<file path="src/rtl/assert_macros.svh">
// Assertion helpers shared by the RTL. Define NO_ASSERTIONS to drop them.
`ifndef ASSERT_MACROS_SVH
`define ASSERT_MACROS_SVH

`ifndef NO_ASSERTIONS

// Check a property on every rising clock edge outside reset.
`define MIS_ASSERT(lbl, prop) \
  lbl: assert property (@(posedge clk_i) disable iff (!rst_ni) (prop)) \
    else $error("%m: check failed");

// Check that a condition never holds outside reset.
`define MIS_NEVER(lbl, cond) \
  lbl: assert property (@(posedge clk_i) disable iff (!rst_ni) !(cond)) \
    else $error("%m: forbidden condition seen");

`else

`define MIS_ASSERT(lbl, prop)
`define MIS_NEVER(lbl, cond)

`endif

`endif

</file>
<file path="src/rtl/mis_pkg.sv">
`timescale 1ns / 1ps
package mis_pkg;

  // Largest matrix dimension the cell row supports
  localparam int MAX_DIM = 8;
  localparam int ROW_W   = (MAX_DIM > 1) ? $clog2(MAX_DIM) : 1;
  localparam int DIM_W   = $clog2(MAX_DIM + 1);

  // Divider: 32-bit magnitude shifted up by 16, one quotient bit per cycle
  localparam int DIV_W   = 48;

  // Shared sequencer counter, wide enough for divider and accumulate waits
  localparam int CNT_W   = 7;

  // Configuration port
  localparam int CFG_IDX_W = 1;
  localparam int CFG_W     = 4;
  localparam logic [CFG_IDX_W-1:0] REG_SIZE = 1'b0;
  localparam logic [CFG_IDX_W-1:0] REG_MODE = 1'b1;

  typedef logic signed [31:0] q_t;

  localparam q_t Q_ONE = 32'sh0001_0000;
  localparam q_t Q_MAX = 32'sh7fff_ffff;
  localparam q_t Q_MIN = 32'sh8000_0000;

  typedef enum logic [3:0] {
    S_LOAD,
    S_PIV,
    S_DIV,
    S_DIVWR,
    S_ELIM,
    S_INV_RD,
    S_INV_OUT,
    S_SOL_ACC,
    S_SING
  } state_e;

  // Broadcast from the sequencer to every cell
  typedef struct packed {
    logic [ROW_W-1:0] rd_row;
    logic [ROW_W-1:0] ord;
    logic [DIM_W-1:0] n;
    logic             ld_mat;
    logic             ld_rhs;
    logic [ROW_W-1:0] ld_row;
    logic [ROW_W-1:0] ld_col;
    q_t               ld_val;
    logic             div_start;
    logic             div_step;
    logic             div_wr;
    q_t               sel;
    logic             elim_wr;
    logic [ROW_W-1:0] wr_row;
    logic             sol_en;
    logic             sh_load;
    logic             sh_shift;
  } cell_ctrl_t;

  // Saturate a 33-bit sum or difference to the Q16.16 range
  function automatic q_t sat33(input logic signed [32:0] v);
    q_t r;
    if (v > 33'sd2147483647) begin
      r = Q_MAX;
    end else if (v < -33'sd2147483648) begin
      r = Q_MIN;
    end else begin
      r = v[31:0];
    end
    return r;
  endfunction

  // Round a Q32.32 product to Q16.16, ties upward, then saturate
  function automatic q_t q_round(input logic signed [63:0] p);
    logic signed [63:0] t;
    logic signed [47:0] s;
    q_t r;
    t = p + 64'sd32768;
    s = t[63:16];
    if (s > 48'sd2147483647) begin
      r = Q_MAX;
    end else if (s < -48'sd2147483648) begin
      r = Q_MIN;
    end else begin
      r = s[31:0];
    end
    return r;
  endfunction

endpackage

</file>
<file path="src/rtl/mis_ctrl.sv">
`timescale 1ns / 1ps
`include "assert_macros.svh"
module mis_ctrl (
  input  logic                            clk_i,
  input  logic                            rst_ni,
  input  logic                            cfg_we_i,
  input  logic [mis_pkg::CFG_IDX_W-1:0]   cfg_idx_i,
  input  logic [mis_pkg::CFG_W-1:0]       cfg_data_i,
  input  logic                            in_valid_i,
  output logic                            in_stall_o,
  input  mis_pkg::q_t                     in_value_i,
  output logic                            out_valid_o,
  input  logic                            out_stall_i,
  output mis_pkg::q_t                     out_value_o,
  output logic                            singular_o,
  output logic [2:0]                      failing_row_o,
  output logic                            last_o,
  input  mis_pkg::q_t                     rd_data_i [mis_pkg::MAX_DIM],
  input  mis_pkg::q_t                     acc_last_i,
  input  mis_pkg::q_t                     sh_first_i,
  output mis_pkg::cell_ctrl_t             ctrl_o
);
  import mis_pkg::*;

  state_e state_q, state_d;
  logic [CFG_W-1:0] size_q;
  logic             mode_q;
  logic [ROW_W-1:0] ord_q, ord_d, row_q, row_d, lr_q, lr_d, lc_q, lc_d;
  logic             rhs_ph_q, rhs_ph_d;
  logic [CNT_W-1:0] cnt_q, cnt_d, cnt_m2;

  logic             out_valid_q;
  q_t               out_value_q;
  logic             out_sing_q, out_last_q;
  logic [2:0]       out_row_q;

  logic             emit, emit_sing, emit_last, out_free, in_acc;
  q_t               emit_val;
  logic [DIM_W-1:0] n_use;
  logic [ROW_W-1:0] nm1;
  q_t               sel_data;

  // Clamp the dimension into the supported range
  always_comb begin
    if (size_q == '0) begin
      n_use = DIM_W'(1);
    end else if (int'(size_q) > MAX_DIM) begin
      n_use = DIM_W'(MAX_DIM);
    end else begin
      n_use = DIM_W'(size_q);
    end
  end
  assign nm1 = ROW_W'(n_use - DIM_W'(1));

  assign sel_data   = rd_data_i[ord_q];
  assign out_free   = !out_valid_q || !out_stall_i;
  assign in_stall_o = (state_q != S_LOAD);
  assign in_acc     = in_valid_i && !in_stall_o;
  assign cnt_m2     = cnt_q - CNT_W'(2);

  // Sequence load, elimination and readout
  always_comb begin
    state_d   = state_q;
    ord_d     = ord_q;
    row_d     = row_q;
    lr_d      = lr_q;
    lc_d      = lc_q;
    rhs_ph_d  = rhs_ph_q;
    cnt_d     = cnt_q;
    emit      = 1'b0;
    emit_val  = '0;
    emit_sing = 1'b0;
    emit_last = 1'b0;
    ctrl_o           = '0;
    ctrl_o.n         = n_use;
    ctrl_o.ord       = ord_q;
    ctrl_o.ld_row    = lr_q;
    ctrl_o.ld_col    = lc_q;
    ctrl_o.ld_val    = in_value_i;
    ctrl_o.sel       = sel_data;
    ctrl_o.rd_row    = ord_q;

    unique case (state_q)
      S_LOAD: begin
        if (in_acc) begin
          ctrl_o.ld_mat = !rhs_ph_q;
          ctrl_o.ld_rhs = rhs_ph_q;
          if (lc_q == nm1) begin
            lc_d = '0;
            if (rhs_ph_q || (lr_q == nm1 && !mode_q)) begin
              lr_d     = '0;
              rhs_ph_d = 1'b0;
              ord_d    = '0;
              state_d  = S_PIV;
            end else if (lr_q == nm1) begin
              rhs_ph_d = 1'b1;
            end else begin
              lr_d = lr_q + ROW_W'(1);
            end
          end else begin
            lc_d = lc_q + ROW_W'(1);
          end
        end
      end
      S_PIV: begin
        if (sel_data == '0) begin
          state_d = S_SING;
        end else begin
          ctrl_o.div_start = 1'b1;
          cnt_d            = '0;
          state_d          = S_DIV;
        end
      end
      S_DIV: begin
        ctrl_o.div_step = 1'b1;
        cnt_d           = cnt_q + CNT_W'(1);
        if (cnt_q == CNT_W'(DIV_W - 1)) begin
          state_d = S_DIVWR;
        end
      end
      S_DIVWR: begin
        ctrl_o.div_wr = 1'b1;
        cnt_d         = '0;
        state_d       = S_ELIM;
      end
      S_ELIM: begin
        ctrl_o.rd_row = cnt_q[ROW_W-1:0];
        ctrl_o.wr_row = cnt_m2[ROW_W-1:0];
        ctrl_o.elim_wr = (cnt_q >= CNT_W'(2)) && (cnt_m2[ROW_W-1:0] != ord_q);
        cnt_d = cnt_q + CNT_W'(1);
        if (cnt_q == CNT_W'(n_use) + CNT_W'(1)) begin
          cnt_d = '0;
          if (ord_q == nm1) begin
            row_d   = '0;
            state_d = mode_q ? S_SOL_ACC : S_INV_RD;
          end else begin
            ord_d   = ord_q + ROW_W'(1);
            state_d = S_PIV;
          end
        end
      end
      S_INV_RD: begin
        ctrl_o.rd_row  = row_q;
        ctrl_o.sh_load = 1'b1;
        cnt_d          = '0;
        state_d        = S_INV_OUT;
      end
      S_INV_OUT: begin
        if (out_free) begin
          emit            = 1'b1;
          emit_val        = sh_first_i;
          emit_last       = (row_q == nm1) && (cnt_q[ROW_W-1:0] == nm1);
          ctrl_o.sh_shift = 1'b1;
          cnt_d           = cnt_q + CNT_W'(1);
          if (cnt_q[ROW_W-1:0] == nm1) begin
            cnt_d = '0;
            if (row_q == nm1) begin
              state_d = S_LOAD;
            end else begin
              row_d   = row_q + ROW_W'(1);
              state_d = S_INV_RD;
            end
          end
        end
      end
      S_SOL_ACC: begin
        ctrl_o.rd_row = row_q;
        ctrl_o.sol_en = 1'b1;
        if (cnt_q == CNT_W'(MAX_DIM + 2)) begin
          if (out_free) begin
            emit      = 1'b1;
            emit_val  = acc_last_i;
            emit_last = (row_q == nm1);
            cnt_d     = '0;
            if (row_q == nm1) begin
              state_d = S_LOAD;
            end else begin
              row_d = row_q + ROW_W'(1);
            end
          end
        end else begin
          cnt_d = cnt_q + CNT_W'(1);
        end
      end
      S_SING: begin
        if (out_free) begin
          emit      = 1'b1;
          emit_sing = 1'b1;
          emit_last = 1'b1;
          state_d   = S_LOAD;
        end
      end
      default: state_d = S_LOAD;
    endcase

    // A register write restarts loading
    if (cfg_we_i) begin
      lr_d     = '0;
      lc_d     = '0;
      rhs_ph_d = 1'b0;
    end
  end

  // Hold state and counters
  always_ff @(posedge clk_i or negedge rst_ni) begin
    if (!rst_ni) begin
      state_q  <= S_LOAD;
      ord_q    <= '0;
      row_q    <= '0;
      lr_q     <= '0;
      lc_q     <= '0;
      rhs_ph_q <= 1'b0;
      cnt_q    <= '0;
    end else begin
      state_q  <= state_d;
      ord_q    <= ord_d;
      row_q    <= row_d;
      lr_q     <= lr_d;
      lc_q     <= lc_d;
      rhs_ph_q <= rhs_ph_d;
      cnt_q    <= cnt_d;
    end
  end

  // Decode register writes
  always_ff @(posedge clk_i or negedge rst_ni) begin
    if (!rst_ni) begin
      size_q <= CFG_W'(8);
      mode_q <= 1'b0;
    end else if (cfg_we_i) begin
      unique case (cfg_idx_i)
        REG_SIZE: size_q <= cfg_data_i;
        REG_MODE: mode_q <= cfg_data_i[0];
        default:  ;
      endcase
    end
  end

  // Output register: load on emit, drop when taken
  always_ff @(posedge clk_i or negedge rst_ni) begin
    if (!rst_ni) begin
      out_valid_q <= 1'b0;
    end else if (emit) begin
      out_valid_q <= 1'b1;
    end else if (!out_stall_i) begin
      out_valid_q <= 1'b0;
    end
  end

  always_ff @(posedge clk_i) begin
    if (emit) begin
      out_value_q <= emit_val;
      out_sing_q  <= emit_sing;
      out_row_q   <= emit_sing ? 3'(ord_q) : 3'b000;
      out_last_q  <= emit_last;
    end
  end

  assign out_valid_o   = out_valid_q;
  assign out_value_o   = out_value_q;
  assign singular_o    = out_sing_q;
  assign failing_row_o = out_row_q;
  assign last_o        = out_last_q;

  `MIS_ASSERT(a_sing_last, (out_valid_q && out_sing_q) |-> out_last_q)
  `MIS_NEVER(a_no_pivot_row_wr, ctrl_o.elim_wr && (ctrl_o.wr_row == ord_q))
  `MIS_ASSERT(a_ord_in_range, (state_q != S_LOAD) |-> (ord_q <= nm1))
  `MIS_ASSERT(a_div_len, (state_q == S_DIV) |-> (cnt_q < CNT_W'(DIV_W)))
  `MIS_ASSERT(a_emit_free, emit |-> out_free)

endmodule

</file>
<file path="config.mk">
export PLATFORM = sky130hd
export DESIGN_NAME = mis_ctrl
export DESIGN_NICKNAME = d
export VERILOG_FILES = /design/src/rtl/mis_pkg.sv /design/src/rtl/mis_ctrl.sv
export VERILOG_INCLUDE_DIRS = /design/src /design/src/rtl
export SDC_FILE = /design/constraint.sdc
export NUM_CORES = 1
export LEC_CHECK = 0
export BUFFER_PORTS_ARGS = -buffer_cell sky130_fd_sc_hd__buf_2
export CAP_MARGIN = 5
export CORE_AREA = 2 2 190 192
export CTS_CLUSTER_SIZE = 8
export DETAILED_ROUTE_END_ITERATION = 12
export DIE_AREA = 0 0 192 194
export MAX_ROUTING_LAYER = met4
export PLACE_DENSITY_LB_ADDON = 0.15
export SKIP_LAST_GASP = 1
export SYNTH_ARGS = -nofsm -noshare
export SYNTH_HDL_FRONTEND = slang
export SYNTH_SLANG_ARGS = --single-unit
</file>
<file path="constraint.sdc">
create_clock -name clk_i -period 7.8 [get_ports clk_i]
set_clock_uncertainty 0.2 [all_clocks]
set_input_delay 1.56 -clock clk_i [delete_from_list [all_inputs] [get_ports clk_i]]
set_output_delay 1.56 -clock clk_i [all_outputs]
set_load 0.005 [all_outputs]
</file>
; After elaboration in Yosys (flattened, before gate mapping)
; Cells that the tools add are included.
[word_totals]
reg_bits = 67
inputBits = 362
out_inout_bits = 131
wordCells = 178
[op_classes]
add_sub_neg = 8
magnitude_cmp = 3
n_eq_ne = 34
muxes = 83
bitwise_logic = 2
n_reduce_logical = 34
[op_table]
columns = operator, count
row1 = 32-bit two-way mux, 5
row2 = 32-bit binary-select mux with 3-bit select, 1
row3 = 3-bit two-way mux, 24
row4 = 32-bit case mux with 2 select lines, 1
row5 = 4-bit two-way mux, 15
row6 = 7-bit two-way mux, 6
row7 = 7-bit case mux with 6 select lines, 1
row8 = 4-bit case mux with 9 select lines, 1
row9 = 32-bit zero test, 1
row10 = "2-bit inequality test, second input constant", 14
row11 = 1-bit two-way mux, 21
row12 = "4-bit by 3-bit equality test with 1-bit output, second input constant", 4
row13 = 3-bit equality test, 5
row14 = "3-bit by 1-bit adder with 3-bit output, second input constant", 4
row15 = 3-bit case mux with 2 select lines, 2
row16 = 4-bit AND reduction, 3
row17 = 11-bit AND reduction, 1
row18 = 3-bit case mux with 3 select lines, 1
row19 = "4-bit by 2-bit equality test with 1-bit output, second input constant", 2
row20 = 4-bit zero test, 2
row21 = 2-bit nonzero test, 4
row22 = "7-bit by 1-bit adder with 7-bit output, second input constant", 1
row23 = "7-bit by 4-bit equality test with 1-bit output, second input constant", 1
row24 = 7-bit by 5-bit equality test with 1-bit output, 1
row25 = 28 further kinds, 43

; Longest topological paths before layout
; Gate-level depths: netlist of run 1.
[logic_depth]
ltp_word = 12
mapped_depth = 13
depth_no_buf = 10

; Worst setup path before layout of run 1
; OpenSTA, ideal clock, no wires.
[synth_path]
kind = input to output
startpoint = input port rd_data_i[144] (netlist name)
endpoint = output port ctrl_o[41] (netlist name)
t_arrival_ns = 3.106
required_ns = 6.040
setup_slack_ns = 2.934
path_stages = 7
n_path_buf = 0
cell_sequence = mux4_1 -> mux2_2 -> nor4_1 -> and3_1 -> o2111ai_2 -> nor2_1 -> nor4_1
[synth_lines]
columns = item, line
row1 = start: declaration, mis_ctrl.sv:18  ; input mis_pkg::q_t rd_data_i [mis_pkg::MAX_DIM],
row2 = end: declaration, mis_ctrl.sv:21  ; output mis_pkg::cell_ctrl_t ctrl_o

==> summary.md, run 1 <==
| Metric | Value |
|---|---|
| Slew @ Worst Pin | `0.891 ns` |
| Syn Nets | `975` |
| Fin worst setup slack | `1.75 ns` |
| Switching part of the total | `0.404` |
| NetSw | `0.743 mW` |
| I/O Pins | `493` |
| Internal power | `1.09 mW` |
| Asr flop ratio synth | `0.448` |
| Post-route ant nets | `0` |
| TritonCTS Buffers | `9` |
| First DRT Iteration DRCs | `236` |
| IO Port Bufs | `428` |
| # Max-Cap Violations | `0` |
| Max Clk Rate | `0.165 GHz` |
| Finished Layout Cells | `1441` |
| Die Y | `194 um` |
| Drt via density | `4.65` |
| Total track usage | `0.157` |
| Placed cells | `1418` |
| Gate power share | `0.472` |
| Gate Count Post-Synth | `603` |
| Wire length per cell | `20.5 um` |
| Drt pass-1 iters | `4` |
| Cell chosen for the clock root | `clkbuf_16` |
| Max IR drop VDD | `0.0960 mV` |
| Setup TNS | `0 ns` |
| Hold Crit Depth | `2` |
| Post-synth EDFFs | `37` |
| CTS hold repair buffers | `0` |
| Grt total ovfl | `0` |
| Hold WC Path Type | `reg2reg` |
| Drt total wl | `29600 um` |
| Mux contribution to synthesized area | `0.282` |
| Pre-CTS WS | `2.07 ns` |
| Metal2 WL | `14100 um` |
| Core area | `35200 um2` |
| Die footprint | `37200 um2` |
| Highest metal used | `met4` |
| H-tree level count | `3` |
| Largest net degree at the start of global routing | `57` |
| Vias in the first global route | `6876` |
| Reg2reg path depth | `7` |
| RSZ-0062 raised after global routing | `no` |
| Routed vias | `6695` |
| Ranking of synthesized cells by area | `edfxtp_1 17%, mux4_2 14%, dfrtp_1 11%` |
| Unique masters post-synth | `71` |
| Final nets | `1340` |
| Post_cts resized | `0` |
| GP Congestion | `0.850` |
| Area fraction in compound gates after synthesis | `0.160` |
| Ys flop type | `edfxtp_1` |
| Num rows | `69` |
| Clk sinks | `67` |
| Post-Route M1 WL | `12700 um` |
| Clock Power Share | `0.228` |
| Clock Path Buffers | `2` |
| Slew HR | `0.406` |
| DRC viols | `0` |
| Power Dens Cells | `202 nW/um2` |
| Endpoint class of the critical path | `primary output` |
| Required time worst endpoint | `6.04 ns` |
| Antenna violations before repair | `8` |
| Post-DP HPWL | `24200 um` |
| Hold Vio Cnt, Final | `0` |
| Area share of the largest cell type after synthesis | `0.171` |
| Area delta synth->final | `40.0%` |
| Ys Warns | `0` |
| Design Area, Final | `9110 um2` |
| Post-synthesis sequential area ratio | `0.286` |
| Post-Synth Adder-Cell Area | `0.0192` |
| Flop pwr share | `0.300` |
| CP arrival | `4.29 ns` |
| Initial Util | `0.185` |
| Startpoint type of the worst setup path | `flip-flop` |
| Util after Layout | `0.259` |
| Ratio of cells with drive above 1 in the final layout | `0.565` |
| Crit path max fanout | `54` |
| Fin crit share | `0.775` |
| Largest family of logic cells by synthesized area | `multiplexers` |
| Avg Inst Size Synth | `10.8 um2` |
| Yosys reg bits | `67` |
| Met3 WL post-DR | `2520 um` |
| Worst-path clk slew | `0.06 ns` |
| Mapped Area | `6500 um2` |
| Final min period | `6.05 ns` |
| Outcome | `finished clean` |
| Area after DPL | `8790 um2` |
| Insertion delay to the later sink of the worst-skew pair | `0.34 ns` |
| TritonCTS clock tree | `built` |
| Lkg Pwr | `3.92 nW` |
| Dominant cell type by area after synthesis | `edfxtp_1` |
| Final-report setup violation count | `0` |
| DIE WIDTH | `192 um` |
| Max-slew violations | `0` |
| Setup Buffers After CTS | `0` |
| Kind of critical path | `reg2out` |
| First-pass GRT wire length | `42600 um` |
| Simple-gate area share of the yosys netlist | `0.134` |
| Xor/xnor cell area share of the yosys netlist | `0.0315` |
[cell usage after synthesis, types with 18 or more instances]
| cell type | number |
|---|---|
| a22o_1 | 32 |
| o21ai_0 | 21 |
| edfxtp_1 | 37 |
| nor3_1 | 19 |
| mux2_2 | 42 |
| buf_4 | 33 |
| clkbuf_1 | 30 |
| nand2_1 | 38 |
| dfrtp_1 | 29 |
| mux2i_1 | 18 |
| mux4_2 | 39 |
| nor2_1 | 36 |
[placed cells by master, fill, tap and decap left out, drive strengths merged, types with 7 or more instances in the layout]
cell      n
a21oi    12
nor4     12
o22ai     7
o21ai    23
a221oi    8
a22o     32
diode     7
buf     434
nand3    12
nor2     36
mux2     43
inv      20
nor3     19
edfxtp   37
or3      11
ha       10
nand2    38
dfrtp    29
clkbuf    9
mux4     50
mux2i    18
[state kept, by name, indices dropped and copies added (netlist names)]
signal / flops
rhs_ph_q: 1
failing_row_o: 3
cnt_q: 7
singular_o: 1
out_valid_o: 1
lc_q: 3
state_q: 4
out_value_o: 32
row_q: 3
ord_q: 3
mode_q: 1
size_q: 4
last_o: 1
lr_q: 3
[layout make-up]
cell class              instances  area (um2)
diodes                          7        17.5
repair buffers                434        2190
clock inverters                 7        76.3
well taps                     461         577
multi-input cells             438        4090
fillers                      3889       26100
inverters                      18        67.6
clock buffers                   9         225
flip-flops and latches         67        1870
[power groups by stage]
| stage | Sequential [mW] | Combinational [mW] | Clock, mW |
|---|---|---|---|
| after floorplan | 0.479 | 0.597 | 0 |
| after global placement | 0.560 | 0.884 | 0 |
| after detailed placement | 0.559 | 0.883 | 0 |
| after CTS | 0.552 | 0.888 | 0.436 |
| after global routing | 0.565 | 0.970 | 0.452 |
| final | 0.551 | 0.868 | 0.419 |
[metal layers]
| layer | vias up | GRT usage |
|---|---|---|
| met5 | - | - |
| met4 | 0 | 0.0297 |
| met3 | 26 | 0.0518 |
| met2 | 269 | 0.257 |
| met1 | 3289 | 0.189 |
| li1 | 3111 | - |
[kinds of logic after synthesis]
logic type | count (synthesis)
xor gates and xnor gates | 14
muxes | 111
DFF | 67
buffers and inverters | 98
AOI/OAI and AO/OA | 136
adders and majority gates | 10
and+or+nand+nor | 167
[stage by stage]
step | power (mW) | hold slack, ns
floorplan | 1.08 | 0.311
global placement | 1.44 | 0.370
detailed placement | 1.44 | 0.357
CTS | 1.88 | 0.378
global route | 1.99 | 0.414
finish | 1.84 | 0.375
[worst max-delay path, cell delays in order (launching register included)]
cell and delay, ns:
dfrtp_4 0.99, buf_4 0.58, mux4_2 0.56, mux2_2 0.30, nor4_1 0.64, nand4_2 0.41, nor2_1 0.19, nor4_1 0.06
buf_2 0.17
[worst paths after layout]
| kind | start | to | slack, ns |
|---|---|---|---|
| hold reg to reg | lr_q[1] | lr_q[1] | 0.38 |
| max in group asynchronous | rst_ni | ord_q[1] | 5.72 |
| hold / removal | lr_q[1] | lr_q[1] | 0.38 |
| setup / recovery | ord_q[1] | ctrl_o[41] | 1.75 |
| min in group asynchronous | rst_ni | size_q[2] | 1.10 |
| setup reg to reg | ord_q[1] | state_q[3] | 3.46 |
Power figures use the tool's default switching activity.
==> inputs of run 2 (changes only) <==
Clock period 7.8 ns to 6.3 ns, I/O delays scaled along.
==> run 2 against run 1 <==
Net effect:
- hold slack worse by 0.0074 ns
- critical path depth up 1
- wire length up 0.19%
- cell count up 0.21%
- clock power up 25%
- register-to-register slack worse by 0.98 ns
- sequential cell count unchanged
- die area unchanged
- critical path type unchanged
- critical endpoint unchanged
==> summary.md, run 2 (same netlist as run 1, synthesis figures left out) <==
| Metric | Value |
|---|---|
| CP peak stage delay | `0.89 ns (-0.10 ns)` |
| Largest net degree at the start of global routing | `43 (-25%)` |
| Worst-path clk slew | `0.06 ns (about the same)` |
| TritonCTS Buffers | `9 (unchanged)` |
| Setup TNS | `0 ns (unchanged)` |
| Crit-path cells | `buf_4 -> mux2_2 -> o22ai_1 -> a221oi_1 -> nor4_1 -> nand4_2 -> nor2_1 -> nor4_1 -> buf_2` |
| HP Start | `lr_q[1]` |
| DIE WIDTH | `192 um (unchanged)` |
| WHS Endpoint | `lr_q[1]` |
| Endpoint class of the critical path | `primary output` |
| Grt total ovfl | `0 (unchanged)` |
| Hold WC Path Type | `reg2reg` |
| Most frequent cells in the layout | `428 x buf_2, 42 x mux2_2, 39 x mux4_2, 38 x nand2_1, 37 x edfxtp_1` |
| Drt total wl | `29700 um (+0.19%)` |
| Antenna violations before repair | `6 (-2)` |
| Total track usage | `0.158 (+0.00118)` |
| IO Port Bufs | `428 (unchanged)` |
| Drt pass-1 iters | `4 (unchanged)` |
| I/O Pins | `493 (unchanged)` |
| Insertion delay to the later sink of the worst-skew pair | `0.34 ns (about the same)` |
| Post-DP HPWL | `24200 um (about the same)` |
| DRC viols | `0 (unchanged)` |
| TritonCTS clock tree | `built` |
| Reg2reg path depth | `8 (+1)` |
| Slew @ Worst Pin | `0.956 ns (+0.0645 ns)` |
| Pre-CTS WS | `1.24 ns (-0.830 ns)` |
| CTS hold repair buffers | `0 (unchanged)` |
| Met2 Track Usage GR | `0.257 (unchanged)` |
| Final min period | `5.25 ns` |
| Hold Vio Cnt, Final | `0 (unchanged)` |
| CP max stage cell | `dfrtp_4` |
| Num rows | `69 (unchanged)` |
| Crit path max fanout | `42 (-22%)` |
| Reg2reg end | `cnt_q[2]` |
| Required time worst endpoint | `4.84 ns (-1.20 ns)` |
| Core area | `35200 um2 (unchanged)` |
| Final nets | `1344 (+0.30%)` |
| FF-to-FF Start | `ord_q[1]` |
| GP Congestion | `0.913 (+7.4%)` |
| R2r setup slk | `2.48 ns (-0.98 ns)` |
| H-tree level count | `3 (unchanged)` |
| Largest register FFs | `32 (unchanged)` |
| Clock Path Buffers | `2 (unchanged)` |
| Power Dens Cells | `250 nW/um2 (+24%)` |
| Fin crit share | `0.834` |
| Startpoint type of the worst setup path | `flip-flop` |
| Initial Util | `0.185 (unchanged)` |
| Met1 usage | `0.198 (+0.00863)` |
| Clk sinks | `67 (unchanged)` |
| Top Usage Layer GRT | `met2` |
| Setup Buffers After CTS | `0 (unchanged)` |
| Area delta synth->final | `40.5%` |
| CP most frequent cell | `nor4_1` |
| Routed vias | `6618 (-1.2%)` |
| Total chip power | `2.29 mW (+24%)` |
| # Max-Cap Violations | `0 (unchanged)` |
| RSZ-0062 raised after global routing | `no` |
| Die footprint | `37200 um2 (unchanged)` |
| Post-route ant nets | `0 (unchanged)` |
| Fin worst setup slack | `1.05 ns (-0.707 ns)` |
| Outcome | `finished clean` |
| Kind of critical path | `reg2out` |
| Cell chosen for the clock root | `clkbuf_16` |
| First-pass GRT wire length | `42800 um (+0.66%)` |
| Final-report setup violation count | `0 (unchanged)` |
| Hold Crit Depth | `2 (unchanged)` |
| Slew HR | `0.357 (-0.0489)` |
| Max Clk Rate | `0.190 GHz` |
| Wire length per cell | `20.5 um (about the same)` |
| Most common cell after layout, fill and taps aside | `buf_2` |
| GR Util met3 | `0.0485 (-0.00326)` |
| Max-slew violations | `0 (unchanged)` |
| Util after Layout | `0.259 (+0.000888)` |
| Max IR drop VDD | `0.143 mV (+49%)` |
| Vias in the first global route | `6796 (-1.2%)` |
| Drt via density | `4.58 (-1.4%)` |
| Die Y | `194 um (unchanged)` |
| Ratio of cells with drive above 1 in the final layout | `0.567 (+0.00178)` |
| Lkg Pwr | `3.94 nW (+0.50%)` |
| First DRT Iteration DRCs | `239 (+1.3%)` |
| Post_cts resized | `0 (unchanged)` |
| CP arrival | `3.79 ns (-0.50 ns)` |
==> run 2: changes by cell type in the layout (fill, tap and decap cells not counted) <==
cell,previous run,this run
diode_2,7,6
clkbuf_8,0,1
buf_4,6,10
clkbuf_1,0,1
inv_6,2,0
clkinvlp_4,1,2
clkinv_1,1,0
==> run 2: cell type report <==
| type | count | area [um2] |
|---|---|---|
| clock buffer | 11 | 243 |
| sequential | 67 | 1870 |
| antenna | 6 | 15.0 |
| tap | 461 | 577 |
| timing repair buffer | 438 | 2220 |
| multi-input combinational | 438 | 4090 |
| clock inverter | 5 | 62.6 |
| inverter | 18 | 67.6 |
| fill | 3839 | 26100 |
==> run 2: metrics by stage <==
stage	area (um2)	std cells	hold slack, ns
after floorplan	6500	603	0.311
after global placement	8820	1422	0.365
after detailed placement	8820	1422	0.358
after global routing	9140	1444	0.413
after CTS	9130	1438	0.378
final	9140	1444	0.368
==> run 2: report_power, final <==
group	leakage (nW)	internal (mW)	switching (mW)
clock	0.142	0.319	0.205
combinational	3.06	0.515	0.565
sequential	0.738	0.536	0.146
total	3.94	1.37	0.916
==> run 2: layer usage <==
layer / vias to the layer above / wire [um] / share of wire
li1: 3111 / - / -
met1: 3208 / 12700 / 0.43
met4: 0 / 195 / 0.0066
met3: 25 / 2600 / 0.088
met5: - / 0 / 0
met2: 274 / 14200 / 0.48
==> run 2: worst max-delay path, delay by kind of cell, from the launching register on <==
kind	cells	cell delay, ns
and+or+nand+nor	4	1.24
DFF	1	0.89
buffers and inverters	2	0.63
muxes	1	0.39
AOI/OAI and AO/OA	2	0.25
==> run 2: worst max-delay path by stage <==
| stage | cells past startpoint | slack, ns | to | start |
|---|---|---|---|---|
| floorplan | 7 | 2.03 | ctrl_o[41] | rd_data_i[144] |
| CTS | 9 | 0.90 | ctrl_o[41] | ord_q[1] |
| finish | 9 | 1.05 | ctrl_o[41] | ord_q[1] |
| detailed placement | 9 | 1.24 | ctrl_o[41] | rd_data_i[176] |
| global route | 9 | 0.75 | ctrl_o[41] | ord_q[1] |
| global placement | 8 | 1.30 | ctrl_o[41] | rd_data_i[89] |
